===== config.mk =====
export PLATFORM = sky130hd
export DESIGN_NAME = qmh_ctrl
export DESIGN_NICKNAME = d
export VERILOG_FILES = /design/src/hdl/qmh_pkg.sv /design/src/hdl/qmh_ctrl.sv
export VERILOG_INCLUDE_DIRS = /design/src /design/src/hdl
export SDC_FILE = /design/constraint.sdc
export NUM_CORES = 1
export LEC_CHECK = 0
export ABC_CLOCK_PERIOD_IN_PS = 3750
export BUFFER_PORTS_ARGS = -buffer_cell sky130_fd_sc_hd__buf_2
export CORE_ASPECT_RATIO = 0.9
export CORE_MARGIN = 2
export CORE_UTILIZATION = 48
export CTS_CLUSTER_SIZE = 30
export DETAILED_ROUTE_END_ITERATION = 8
export PLACE_DENSITY_LB_ADDON = 0.1
export SYNTH_ARGS = -nofsm -noshare
export SYNTH_HDL_FRONTEND = slang
export SYNTH_SLANG_ARGS = --single-unit

===== constraint.sdc =====
create_clock -name clk -period 3.75 [get_ports clk]
set_input_delay 0 -clock clk [delete_from_list [all_inputs] [get_ports clk]]
set_output_delay 0 -clock clk [all_outputs]
set_load 0.02 [all_outputs]

===== src/hdl/quaternary_min_heap_with_handles_defines.svh =====
// Assertion macros used by the heap controller.
// No dependencies; included by files that carry assertions.
`ifndef QUATERNARY_MIN_HEAP_WITH_HANDLES_DEFINES_SVH
`define QUATERNARY_MIN_HEAP_WITH_HANDLES_DEFINES_SVH

// same-cycle implication
`define QMH_ASSERT_IMPL(lbl, clk, rst_n, ante, cons, msg) \
    lbl: assert property (@(posedge clk) disable iff (!rst_n) (ante) |-> (cons)) \
        else $error(msg);

// next-cycle implication
`define QMH_ASSERT_NEXT(lbl, clk, rst_n, ante, cons, msg) \
    lbl: assert property (@(posedge clk) disable iff (!rst_n) (ante) |=> (cons)) \
        else $error(msg);

`endif


===== src/hdl/qmh_pkg.sv =====
// Package for the 4-ary min-heap: defaults, codes, state type and
// controller/datapath command and status structs. No dependencies.
package qmh_pkg;

    localparam int CAPACITY_DEF  = 256;
    localparam int HANDLES_DEF   = 256;
    localparam int KEY_WIDTH_DEF = 64;

    localparam logic [1:0] FN_INSERT  = 2'd0;
    localparam logic [1:0] FN_EXTRACT = 2'd1;
    localparam logic [1:0] FN_DELETE  = 2'd2;
    localparam logic [1:0] FN_PEEK    = 2'd3;

    localparam logic [1:0] ST_OK     = 2'd0;
    localparam logic [1:0] ST_FULL   = 2'd1;
    localparam logic [1:0] ST_EMPTY  = 2'd2;
    localparam logic [1:0] ST_ABSENT = 2'd3;

    typedef enum logic [3:0] {
        S_IDLE,
        S_LOOKUP,
        S_CHK,
        S_MOVE,
        S_SU_LOAD,
        S_SU_LATCH,
        S_SU_CHK,
        S_SU_CMP,
        S_SD_LOAD,
        S_SD_LATCH,
        S_SD_CHK,
        S_SD_SCAN,
        S_SD_DEC,
        S_FINISH
    } state_t;

    typedef enum logic [2:0] {
        RD_ZERO,
        RD_BASE,
        RD_LAST,
        RD_PARENT,
        RD_CHILD0,
        RD_NEXT
    } rsel_t;

    typedef enum logic [2:0] {
        W_NONE,
        W_IN_POS,
        W_IN_CNT,
        W_RD_BASE,
        W_RD_HOLE,
        W_MV_HOLE,
        W_BEST_HOLE
    } wsel_t;

    typedef enum logic [1:0] {
        CLR_NONE,
        CLR_IN,
        CLR_RD
    } clr_t;

    typedef enum logic [1:0] {
        BASE_KEEP,
        BASE_POS,
        BASE_CNT,
        BASE_ZERO
    } base_t;

    typedef struct packed {
        rsel_t       rsel;
        wsel_t       wsel;
        clr_t        clr;
        base_t       base_sel;
        logic        cnt_inc;
        logic        cnt_dec;
        logic        mv_load;
        logic        hole_par;
        logic        hole_best;
        logic        scan_start;
        logic        scan_step;
        logic        res_root;
        logic        set_st;
        logic [1:0]  st;
        logic        commit;
    } cmd_t;

    typedef struct packed {
        logic [1:0] func;
        logic       present;
        logic       h_oor;
        logic       empty;
        logic       full;
        logic       cnt_gt1;
        logic       pos_last;
        logic       hole_zero;
        logic       par_less;
        logic       first_ge;
        logic       scan_more;
        logic       best_less;
    } sts_t;

endpackage


===== src/hdl/qmh_ctrl.sv =====
// Heap controller: state machine sequencing lookup, sift-up and sift-down.
// Depends on qmh_pkg and the assertion macro header.
`include "quaternary_min_heap_with_handles_defines.svh"

module qmh_ctrl (
    input  logic           clk,
    input  logic           rst_n,
    input  logic           in_fire,
    input  logic           out_ready,
    input  qmh_pkg::sts_t  sts,
    output logic           in_ready,
    output logic           out_valid,
    output qmh_pkg::cmd_t  cmd
);

    qmh_pkg::state_t state_reg, state_next;
    logic            down_reg, down_next;
    logic            out_valid_reg, out_valid_next;

    always_ff @(posedge clk or negedge rst_n)
    begin
        if (!rst_n)
        begin
            state_reg     <= qmh_pkg::S_IDLE;
            down_reg      <= 1'b0;
            out_valid_reg <= 1'b0;
        end
        else
        begin
            state_reg     <= state_next;
            down_reg      <= down_next;
            out_valid_reg <= out_valid_next;
        end
    end

    always_comb
    begin
        state_next = state_reg;
        down_next  = down_reg;
        in_ready   = 1'b0;
        cmd        = '0;
        case (state_reg)
            qmh_pkg::S_IDLE:
            begin
                in_ready = 1'b1;
                if (in_fire)
                    state_next = qmh_pkg::S_LOOKUP;
            end
            qmh_pkg::S_LOOKUP:
            begin
                cmd.rsel   = qmh_pkg::RD_ZERO;
                state_next = qmh_pkg::S_CHK;
            end
            qmh_pkg::S_CHK:
            begin
                state_next = qmh_pkg::S_FINISH;
                if (sts.func == qmh_pkg::FN_INSERT)
                begin
                    if (sts.present)
                    begin
                        cmd.wsel     = qmh_pkg::W_IN_POS;
                        cmd.base_sel = qmh_pkg::BASE_POS;
                        down_next    = 1'b1;
                        state_next   = qmh_pkg::S_SU_LOAD;
                    end
                    else if (sts.h_oor)
                    begin
                        cmd.set_st = 1'b1;
                        cmd.st     = qmh_pkg::ST_ABSENT;
                    end
                    else if (sts.full)
                    begin
                        cmd.set_st = 1'b1;
                        cmd.st     = qmh_pkg::ST_FULL;
                    end
                    else
                    begin
                        cmd.wsel     = qmh_pkg::W_IN_CNT;
                        cmd.base_sel = qmh_pkg::BASE_CNT;
                        cmd.cnt_inc  = 1'b1;
                        down_next    = 1'b0;
                        state_next   = qmh_pkg::S_SU_LOAD;
                    end
                end
                else if (sts.func == qmh_pkg::FN_DELETE)
                begin
                    if (!sts.present)
                    begin
                        cmd.set_st = 1'b1;
                        cmd.st     = qmh_pkg::ST_ABSENT;
                    end
                    else
                    begin
                        cmd.clr      = qmh_pkg::CLR_IN;
                        cmd.base_sel = qmh_pkg::BASE_POS;
                        cmd.cnt_dec  = 1'b1;
                        down_next    = 1'b1;
                        if (!sts.pos_last)
                        begin
                            cmd.rsel   = qmh_pkg::RD_LAST;
                            state_next = qmh_pkg::S_MOVE;
                        end
                    end
                end
                else
                begin
                    if (sts.empty)
                    begin
                        cmd.set_st = 1'b1;
                        cmd.st     = qmh_pkg::ST_EMPTY;
                    end
                    else
                    begin
                        cmd.res_root = 1'b1;
                        if (sts.func == qmh_pkg::FN_EXTRACT)
                        begin
                            cmd.clr      = qmh_pkg::CLR_RD;
                            cmd.cnt_dec  = 1'b1;
                            cmd.base_sel = qmh_pkg::BASE_ZERO;
                            if (sts.cnt_gt1)
                            begin
                                cmd.rsel   = qmh_pkg::RD_LAST;
                                state_next = qmh_pkg::S_MOVE;
                            end
                        end
                    end
                end
            end
            qmh_pkg::S_MOVE:
            begin
                cmd.wsel = qmh_pkg::W_RD_BASE;
                if (sts.func == qmh_pkg::FN_EXTRACT)
                    state_next = qmh_pkg::S_SD_LOAD;
                else
                    state_next = qmh_pkg::S_SU_LOAD;
            end
            qmh_pkg::S_SU_LOAD:
            begin
                cmd.rsel   = qmh_pkg::RD_BASE;
                state_next = qmh_pkg::S_SU_LATCH;
            end
            qmh_pkg::S_SU_LATCH:
            begin
                cmd.mv_load = 1'b1;
                state_next  = qmh_pkg::S_SU_CHK;
            end
            qmh_pkg::S_SU_CHK:
            begin
                if (sts.hole_zero)
                begin
                    cmd.wsel   = qmh_pkg::W_MV_HOLE;
                    state_next = down_reg ? qmh_pkg::S_SD_LOAD : qmh_pkg::S_FINISH;
                end
                else
                begin
                    cmd.rsel   = qmh_pkg::RD_PARENT;
                    state_next = qmh_pkg::S_SU_CMP;
                end
            end
            qmh_pkg::S_SU_CMP:
            begin
                if (sts.par_less)
                begin
                    cmd.wsel     = qmh_pkg::W_RD_HOLE;
                    cmd.hole_par = 1'b1;
                    state_next   = qmh_pkg::S_SU_CHK;
                end
                else
                begin
                    cmd.wsel   = qmh_pkg::W_MV_HOLE;
                    state_next = down_reg ? qmh_pkg::S_SD_LOAD : qmh_pkg::S_FINISH;
                end
            end
            qmh_pkg::S_SD_LOAD:
            begin
                cmd.rsel   = qmh_pkg::RD_BASE;
                state_next = qmh_pkg::S_SD_LATCH;
            end
            qmh_pkg::S_SD_LATCH:
            begin
                cmd.mv_load = 1'b1;
                state_next  = qmh_pkg::S_SD_CHK;
            end
            qmh_pkg::S_SD_CHK:
            begin
                if (sts.first_ge)
                begin
                    cmd.wsel   = qmh_pkg::W_MV_HOLE;
                    state_next = qmh_pkg::S_FINISH;
                end
                else
                begin
                    cmd.rsel       = qmh_pkg::RD_CHILD0;
                    cmd.scan_start = 1'b1;
                    state_next     = qmh_pkg::S_SD_SCAN;
                end
            end
            qmh_pkg::S_SD_SCAN:
            begin
                cmd.scan_step = 1'b1;
                if (sts.scan_more)
                    cmd.rsel = qmh_pkg::RD_NEXT;
                else
                    state_next = qmh_pkg::S_SD_DEC;
            end
            qmh_pkg::S_SD_DEC:
            begin
                if (sts.best_less)
                begin
                    cmd.wsel      = qmh_pkg::W_BEST_HOLE;
                    cmd.hole_best = 1'b1;
                    state_next    = qmh_pkg::S_SD_CHK;
                end
                else
                begin
                    cmd.wsel   = qmh_pkg::W_MV_HOLE;
                    state_next = qmh_pkg::S_FINISH;
                end
            end
            qmh_pkg::S_FINISH:
            begin
                if (!out_valid_reg || out_ready)
                begin
                    cmd.commit = 1'b1;
                    state_next = qmh_pkg::S_IDLE;
                end
            end
            default: state_next = qmh_pkg::S_IDLE;
        endcase
    end

    always_comb
    begin
        out_valid_next = out_valid_reg;
        if (cmd.commit)
            out_valid_next = 1'b1;
        else if (out_valid_reg && out_ready)
            out_valid_next = 1'b0;
    end

    assign out_valid = out_valid_reg;

    `QMH_ASSERT_IMPL(a_commit_free, clk, rst_n, cmd.commit, !out_valid_reg || out_ready, "result overwritten")
    `QMH_ASSERT_NEXT(a_commit_valid, clk, rst_n, cmd.commit, out_valid_reg, "committed result not shown")
    `QMH_ASSERT_NEXT(a_accept_lookup, clk, rst_n, in_fire, state_reg == qmh_pkg::S_LOOKUP, "accept lost")

endmodule


==> results.toml, run 1 <==
[detailed_routing]
firstDrtPassIters = 4
wirelength_um = 2370
drc = 0
routedWlPerCell_um = 13.2
drt_iter0_markers = 46
antenna_left = 0
vias_per_cell = 5.58
vias = 998

[die]
fp.dieH_um = 42.9
dieArea_mm2 = 0.00202
rows = 14
ios = 41
start_util = 0.495
core_mm2 = 0.00163
die_w_um = 47.2

[timing]
finalCritPeriodShare = 0.620
fin_crit_ps = 2320
maxSlewViolCount = 0
maxSlewHeadroom = 0.606
worstMarginPinSlew_ps = 592
setup_tns_ps = 0
hold_violations = 0
max_freq_mhz = 430
finClkSkew_ps = 9.28
setup_viol = 0
rsz0062_at_grt = "no"

[placed_design]
io_buffers = 40
place_congestion = 0.894
post_dp_cell_area_um2 = 978
placed_cells = 175
hpwl_um = 1740

[layout]
fin_util = 0.621
area_growth_pct = 25.5
final_cells = 179
largest_register_ffs = 4
final_cell_mix = "buf_2, nand2_1, o21ai_0"
fillers = 176
antennaDiodeCount = 0
final_common_cell = "buf_2"
final_nets = 174
layout-drive-gt1-share = 0.297
fin_area_mm2 = 0.00101

[clock_network]
clk_latency_ps = 250
cts-buffers-inserted = 3
cts_setup_buffers = 0
clockBufferDepth = 2
cts_hold_buffers = 1
cts_root_buffer = "clkbuf_4"
htreeDepth = 1
cts_tree = "built"
cts.sinks = 6
cts_resized = 0
clk_pin_slew_worst_paths_ps = 50

[setup_path]
cp_data_arrival_time_ps = 2320
critPathRequiredTime_ps = 3750
path_max_fanout = 20
crit_type = "reg -> out"
critPathLaunchType = "register"
end_kind = "output pin"

[global_route]
gr-total-overflow = 0
antenna_found_initial = 0
grt_pass1_vias = 813
grtUsageTotal = 0.243
grt_pass1_wl_um = 3660
grt_max_degree = 21

[power_and_ir_drop]
p_leak_nw = 0.542
p_total_uw = 690
ir_drop_mv = 0.444
cellPowerDensity_mw_per_mm2 = 683

[synth]
syn_area_per_cell_um2 = 6.60
synth_edf_count = 0
synthFlopType = "dfrtp_1"
yosysWarnings = 0
synthCells = 122
ys_ff_latch = 6
synthesis.area_um2 = 806
seq_area_frac_synth = 0.186
ys_async_sr_fraction = 1.00
synth_cell_types = 42
syn_nets = 139

[outcome]
status = "finished clean"

[hold_path]
hp-class = "in -> async"

[run]
drv_cap = 0
[critical path: stages (launching register included)]
cell,delay [ps]
dfrtp_1,590
or4b_1,730
nor3_1,300
nand2b_1,140
o311ai_0,100
buf_2,230
[report_power, final]
group	internal, mW	switching [mW]
sequential	0.0943	0.108
combinational	0.168	0.260
clock	0.0363	0.0240
[layout make-up]
| class | count | area, um2 | share of cell area |
|---|---|---|---|
| multi-input cells | 96 | 564 | 0.558 |
| repair buffers | 41 | 210 | 0.208 |
| well taps | 24 | 30.0 | 0.0297 |
| flip-flops and latches | 6 | 150 | 0.149 |
| inverters | 9 | 33.8 | 0.0334 |
| clock buffers | 3 | 22.5 | 0.0223 |
[worst paths after layout]
kind                                          start  cells past startpoint                       end  slack (ps)
setup reg to reg           state_reg[2]$_DFFE_PN0P_                      5  state_reg[3]$_DFFE_PN0P_        1820
setup / recovery           state_reg[2]$_DFFE_PN0P_                      5                   cmd[17]        1430
min in group clk                          out_ready                      4  state_reg[2]$_DFFE_PN0P_         100
hold reg to reg                down_reg$_DFFE_PN0P_                      2      down_reg$_DFFE_PN0P_         640
max in group asynchronous                     rst_n                      2  state_reg[1]$_DFFE_PN0P_        3500
hold / removal                                rst_n                      2  state_reg[3]$_DFFE_PN0P_         100
[kinds of logic (layout without fill, tap and decap cells)]
logic type / count (synthesis) / in the layout / share of synthesized area
flops: 6 / 6 / 0.186
buf+inv: 20 / 53 / 0.113
xor+xnor: 1 / 1 / 0.0109
compound gates: 37 / 37 / 0.300
simple gates: 58 / 58 / 0.390
[stage by stage]
| step | hold slack [ps] | setup WS, ps |
|---|---|---|
| 4_1_cts | 98.0 | 1440 |
| 5_1_grt | 114 | 1270 |
| 2_1_floorplan | -296 | 1810 |
| 3_3_place_gp | -172 | 1770 |
| 3_5_place_dp | -168 | 1720 |
| 6_report | 100 | 1430 |
[Yosys cell counts (2+ instances only)]
master	n	area (um2)
buf_2	3	15.0
nand2_1	13	48.8
nor2b_1	2	12.5
o311ai_0	2	17.5
nor2_1	10	37.5
nand2b_1	7	43.8
a21oi_1	7	35.0
o21ai_1	2	10.0
a21boi_0	2	15.0
a211oi_1	2	15.0
clkbuf_1	4	15.0
nor3_1	7	35.0
nand3_1	3	15.0
nor4_1	3	18.8
o21ai_0	11	55.1
a21o_1	2	15.0
inv_1	9	33.8
dfrtp_1	6	150
or3_1	3	18.8
nor3b_1	2	15.0
[per-layer routing]
metal | wire length (um) | global-route usage | vias up
li1 | - | - | 503
met1 | 1090 | 0.382 | 451
met2 | 1100 | 0.359 | 44
met4 | 0 | 0.0500 | 0
met3 | 179 | 0.0128 | 0
met5 | 0 | 0 | -
Note: power is estimated with default switching activity, not from simulation.
==> run 2, diff against run 1 <==
- ABC_AREA: unset -> 1
- ABC_CLOCK_PERIOD_IN_PS: 3750 -> 2430
- CORE_UTILIZATION: 48 -> 44
- clock period: 3.75 -> 2.43 ns (I/O delays scaled with it)
==> results.toml, run 2 <==
[synth]
seq_area_frac_synth = 0.193
synthFlopType = "dfrtp_1"
ys_async_sr_fraction = 1.00
synth_largest_area_cell = "nand2_1"
synth_most_common_cell = "nand2_1"
synth_cell_types = 22
synthTopCellsByArea = "nand2_1, dfrtp_1, nor2_1"
ys_ff_latch = 6
synth_edf_count = 0
yosys.area.top_type_share = 0.217
syn_nets = 166
synthCells = 149
synthesis.area_um2 = 778
yosys-top-cells-count = "nand2_1, nor2_1, inv_1"
yosysWarnings = 0
syn_area_per_cell_um2 = 5.22

[power_and_ir_drop]
p_leak_nw = 0.709
swShare = 0.568
intPower_uw = 425
p_clk_frac = 0.091
ir_drop_mv = 0.542
seqPwrFrac = 0.208
cellPowerDensity_mw_per_mm2 = 943
p_sw_uw = 559
power_frac_comb = 0.701

[die]
core_mm2 = 0.00166
die_w_um = 48.3
ios = 41
fp.dieH_um = 43.9
rows = 14
dieArea_mm2 = 0.00212
start_util = 0.468

[run]
drv_cap = 0

[setup_path]
rrSetupSlack_ps = 1050
worst_path_max_delay_cell = "dfrtp_1"
crit_family = "flip-flops"
crit_end = "cmd[12]"
max_stage_delay_ps = 420
path_cells = "inv_1 > nand2_1 > nor2_4 > inv_2 > a21oi_2 > a31o_2 > buf_2"
cp.depth = 7
critPathLaunchType = "register"
critPathLaunch = "state_reg[0]$_DFFE_PN0P_"
critPathRequiredTime_ps = 2430
r2r-start = "state_reg[3]$_DFFE_PN0P_"
crit_type = "reg -> out"
end_kind = "output pin"
reg2reg_depth = 9
r2r-end = "state_reg[3]$_DFFE_PN0P_"
cp_data_arrival_time_ps = 1610
path_max_fanout = 9
worst-path-buf-inv = 3

[timing]
finClkSkew_ps = 1.67
rsz0062_at_grt = "no"
setup_viol = 0
finalCritPeriodShare = 0.664
fin_crit_ps = 1610
maxSlewHeadroom = 0.772
maxSlewViolCount = 0
max_freq_mhz = 620
setup_tns_ps = 0
hold_violations = 0
finalHoldWorstSlack_ps = 47.3
worstMarginPinSlew_ps = 338

[layout]
final_nets = 212
antennaDiodeCount = 0
final_cell_mix = "nand2_1, buf_2, nor2_1"
layout-drive-gt1-share = 0.264
final_common_cell = "nand2_1"
multi_input_area_um2 = 519
largest_register_ffs = 4
fillers = 180
area_growth_pct = 34.1
register_area_um2 = 150

[hold_path]
hp-class = "in -> reg"

[clock_network]
cts_root_buffer = "clkbuf_4"
cts-buffers-inserted = 3
clockBufferDepth = 2
clk_pin_slew_worst_paths_ps = 50
htreeDepth = 1
cts_resized = 0
cts_hold_buffers = 2
cts_tree = "built"
cts.sinks = 6
cts_setup_buffers = 0
clk_latency_ps = 240

[placed_design]
io_buffers = 40
place_congestion = 0.954
hpwl_um = 1930

[detailed_routing]
firstDrtPassIters = 4
routedWlPerCell_um = 10.4
drt_iter0_markers = 58
wirelength_um = 2250
drc = 0
antenna_left = 0
vias = 1061
vias_per_cell = 4.89

[global_route]
grt_pass1_vias = 866
antenna_found_initial = 0
grt_pass1_wl_um = 3620
gr-total-overflow = 0
grtUsageTotal = 0.212
grt_max_degree = 10

[outcome]
status = "finished clean"
run 2: cell types whose count changed after synthesis, sizes merged, moves of 5 or more:
cell / previous run / this run
inv: 9 / 27
o21ai: 13 / 8
buf: 6 / 1
nand2b: 7 / 0
nand3: 3 / 12
clkbuf: 5 / 0
nand2: 13 / 48
nor3: 7 / 2
nor2: 10 / 33
run 2: layer usage:
layer | GRT usage | vias up | share of wire
met5 | 0 | - | 0
met4 | 0.0286 | 0 | 0.0053
met3 | 0.0379 | 2 | 0.067
met2 | 0.356 | 43 | 0.44
met1 | 0.296 | 458 | 0.48
li1 | - | 558 | -
run 2: worst reg2reg max path, delay by kind of cell (launching register included):
family / cells / cell delay [ps]
buffers and inverters: 1 / 130
DFF: 1 / 430
and+or+nand+nor: 8 / 750
run 2: kinds of logic after synthesis:
logic type             Yosys count  synth area share
buffers and inverters           28             0.140
AOI/OAI and AO/OA               17             0.133
DFF                              6             0.193
and+or+nand+nor                 98             0.534
run 2: cell type report:
| type | count | area share |
|---|---|---|
| inverters | 27 | 0.0971 |
| flip-flops and latches | 6 | 0.144 |
| clock buffers | 3 | 0.0216 |
| well taps | 24 | 0.0288 |
| repair buffers | 42 | 0.211 |
| multi-input cells | 115 | 0.498 |
run 2: worst min path at each step:
stage	startpoint	end	slack, ps	depth (start not counted)
floorplan	rst_n	down_reg$_DFFE_PN0P_	-300	0
global placement	rst_n	out_valid$_DFFE_PN0P_	-170	1
detailed placement	rst_n	out_valid$_DFFE_PN0P_	-170	1
CTS	sts[1]	state_reg[1]$_DFFE_PN0P_	40	3
global route	sts[1]	state_reg[1]$_DFFE_PN0P_	70	3
finish	sts[1]	state_reg[1]$_DFFE_PN0P_	50	3
run 2: power by group through the flow:
stage	clock [mW]	combinational [mW]	sequential [mW]
3_5_place_dp	0	0.681	0.202
5_1_grt	0.0980	0.764	0.211
4_1_cts	0.0940	0.684	0.201
6_report	0.0897	0.690	0.205
3_3_place_gp	0	0.677	0.203
2_1_floorplan	0	0.499	0.196
run 2: through the flow:
step,worst slack (ps),util,cells,cell area (um2),power [mW]
2_1_floorplan,960,-,149,778,0.695
3_3_place_gp,1090,0.602,212,1000,0.879
3_5_place_dp,1090,0.602,212,1000,0.883
4_1_cts,827,0.627,217,1040,0.979
5_1_grt,696,0.627,217,1040,1.07
6_report,816,0.627,217,1040,0.984
==> run 3, diff against run 2 <==
- ABC_AREA: 1 -> 0
- ABC_CLOCK_PERIOD_IN_PS: 2430 -> 1510
- CORE_UTILIZATION: 44 -> 45
- clock period: 2.43 -> 1.51 ns (I/O delays scaled with it)
==> results.toml, run 3 (synthesis results as in run 1) <==
[global_route]
grtUsageTotal = 0.318
grtUsageMet1 = 0.423
grt_pass1_wl_um = 5200
grt_pass1_vias = 1114
antenna_found_initial = 0
gr-total-overflow = 0
use_met3 = 0.0270
grt_max_degree = 17
top_usage_layer = "met2"
use_met2 = 0.521

[timing]
max_freq_mhz = 528
rsz0062_at_grt = "yes"
finClkSkew_ps = 2.26
worstMarginPinSlew_ps = 472
fin_ws_ps = -383
maxSlewViolCount = 0
maxSlewHeadroom = 0.682
fin_crit_ps = 1890
setup_tns_ps = -5480
finalCritPeriodShare = 1.25
setup_viol = 24
hold_violations = 0
finalHoldWorstSlack_ps = 138

[setup_path]
r2r-end = "state_reg[3]$_DFFE_PN0P_"
critPathLaunchType = "register"
reg2reg_depth = 7
critPathRequiredTime_ps = 1510
path_max_fanout = 9
r2r-start = "state_reg[2]$_DFFE_PN0P_"
rrSetupSlack_ps = -340
end_kind = "output pin"
crit_type = "reg -> out"
critPathLaunch = "state_reg[2]$_DFFE_PN0P_"
crit_end = "cmd[16]"
cp_data_arrival_time_ps = 1890

[die]
start_util = 0.479
core_mm2 = 0.00168
dieArea_mm2 = 0.00215
rows = 14
fp.dieH_um = 44.1
ios = 41
die_w_um = 48.6

[layout]
fin_area_mm2 = 0.00156
fin_util = 0.928
final_nets = 207
area_growth_pct = 93.6
final_common_cell = "buf_4"
layout-drive-gt1-share = 0.606
final_cell_mix = "buf_4, buf_2, buf_6"
antennaDiodeCount = 0
largest_register_ffs = 4

[power_and_ir_drop]
swShare = 0.518
power_frac_comb = 0.845
p_leak_nw = 0.754
p_clk_frac = 0.050
cellPowerDensity_mw_per_mm2 = 1890
ir_drop_mv = 1.54
intPower_mw = 1.42
seqPwrFrac = 0.105
p_sw_mw = 1.53

[detailed_routing]
vias = 1433
firstDrtPassIters = 8
drt_iter0_markers = 175
wirelength_um = 4520
drc = 0
vias_per_cell = 6.76
antenna_left = 0
routedWlPerCell_um = 21.3

[placed_design]
post_dp_cell_area_mm2 = 0.00122
hpwl_um = 2150
io_buffers = 40
pre_cts_slack_ps = -175
place_congestion = 0.920

[outcome]
violations = "setup timing"
status = "finished, violations left"

[clock_network]
clk_latency_ps = 240
cts_tree = "built"
cts_root_buffer = "clkbuf_4"
clockBufferDepth = 2
cts.sinks = 6
clk_pin_slew_worst_paths_ps = 50
cts-buffers-inserted = 3
htreeDepth = 1

[hold_path]
hp-class = "in -> async"

[run]
drv_cap = 0
## run 3: cell count changes in the layout (fill, tap and decap cells not counted), sizes merged, moves of 7 or more
cell,previous run,this run
nand2,48,13
buf,40,73
nor2,33,10
inv,27,9
nand3,12,3
nand2b,0,7
## run 3: routing by layer
layer / vias to the layer above / part of all wire
li1: 580 / -
met1: 639 / 0.35
met2: 156 / 0.45
met3: 58 / 0.12
met4: 0 / 0.085
met5: - / 0
## run 3: worst min path at each step
| stage | startpoint | end | slack, ps | cells past startpoint |
|---|---|---|---|---|
| after floorplan | rst_n | down_reg$_DFFE_PN0P_ | -300 | 0 |
| after global placement | rst_n | out_valid$_DFFE_PN0P_ | -180 | 1 |
| after detailed placement | rst_n | out_valid$_DFFE_PN0P_ | -170 | 1 |
| after CTS | out_ready | state_reg[2]$_DFFE_PN0P_ | 60 | 4 |
| after global routing | rst_n | state_reg[3]$_DFFE_PN0P_ | 150 | 2 |
| final | rst_n | state_reg[2]$_DFFE_PN0P_ | 140 | 2 |
## run 3: power by group through the flow
stage | logic, mW | registers, mW | clock network [mW]
after CTS | 1.99 | 0.289 | 0.154
after global routing | 2.59 | 0.312 | 0.161
after detailed placement | 1.65 | 0.281 | 0
after floorplan | 1.10 | 0.275 | 0
final | 2.50 | 0.310 | 0.147
after global placement | 1.64 | 0.280 | 0
## run 3: area by class of cell
| type | instances | area [um2] |
|---|---|---|
| clock buffer | 3 | 22.5 |
| sequential | 6 | 150 |
| timing repair buffer | 74 | 558 |
| tap | 24 | 30.0 |
| inverter | 9 | 41.3 |
| fill | 64 | 121 |
| multi-input combinational | 96 | 758 |
## run 3: timing repair
| action | 4_1_cts | 5_1_grt |
|---|---|---|
| hold buffers | 1 | 0 |
| endpoints found under the setup margin | 22 | 27 |
| pin swaps | 11 | 2 |
| setup buffers | 6 | 5 |
| resized for setup | 50 | 22 |
| endpoints found under the hold margin | 6 | 0 |
## run 3: metrics by stage
stage | power [mW] | instances
floorplan | 1.37 | 122
global placement | 1.91 | 198
detailed placement | 1.94 | 198
CTS | 2.44 | 208
global route | 3.06 | 212
finish | 2.96 | 212
## run 3: worst max-delay path: stages, from the launching register on
cell and delay, ps:
dfrtp_1 360, buf_4 200, buf_4 180, nand2_1 180, nor4_1 300, a311oi_2 80
buf_4 160, o21ai_4 40, buf_4 150
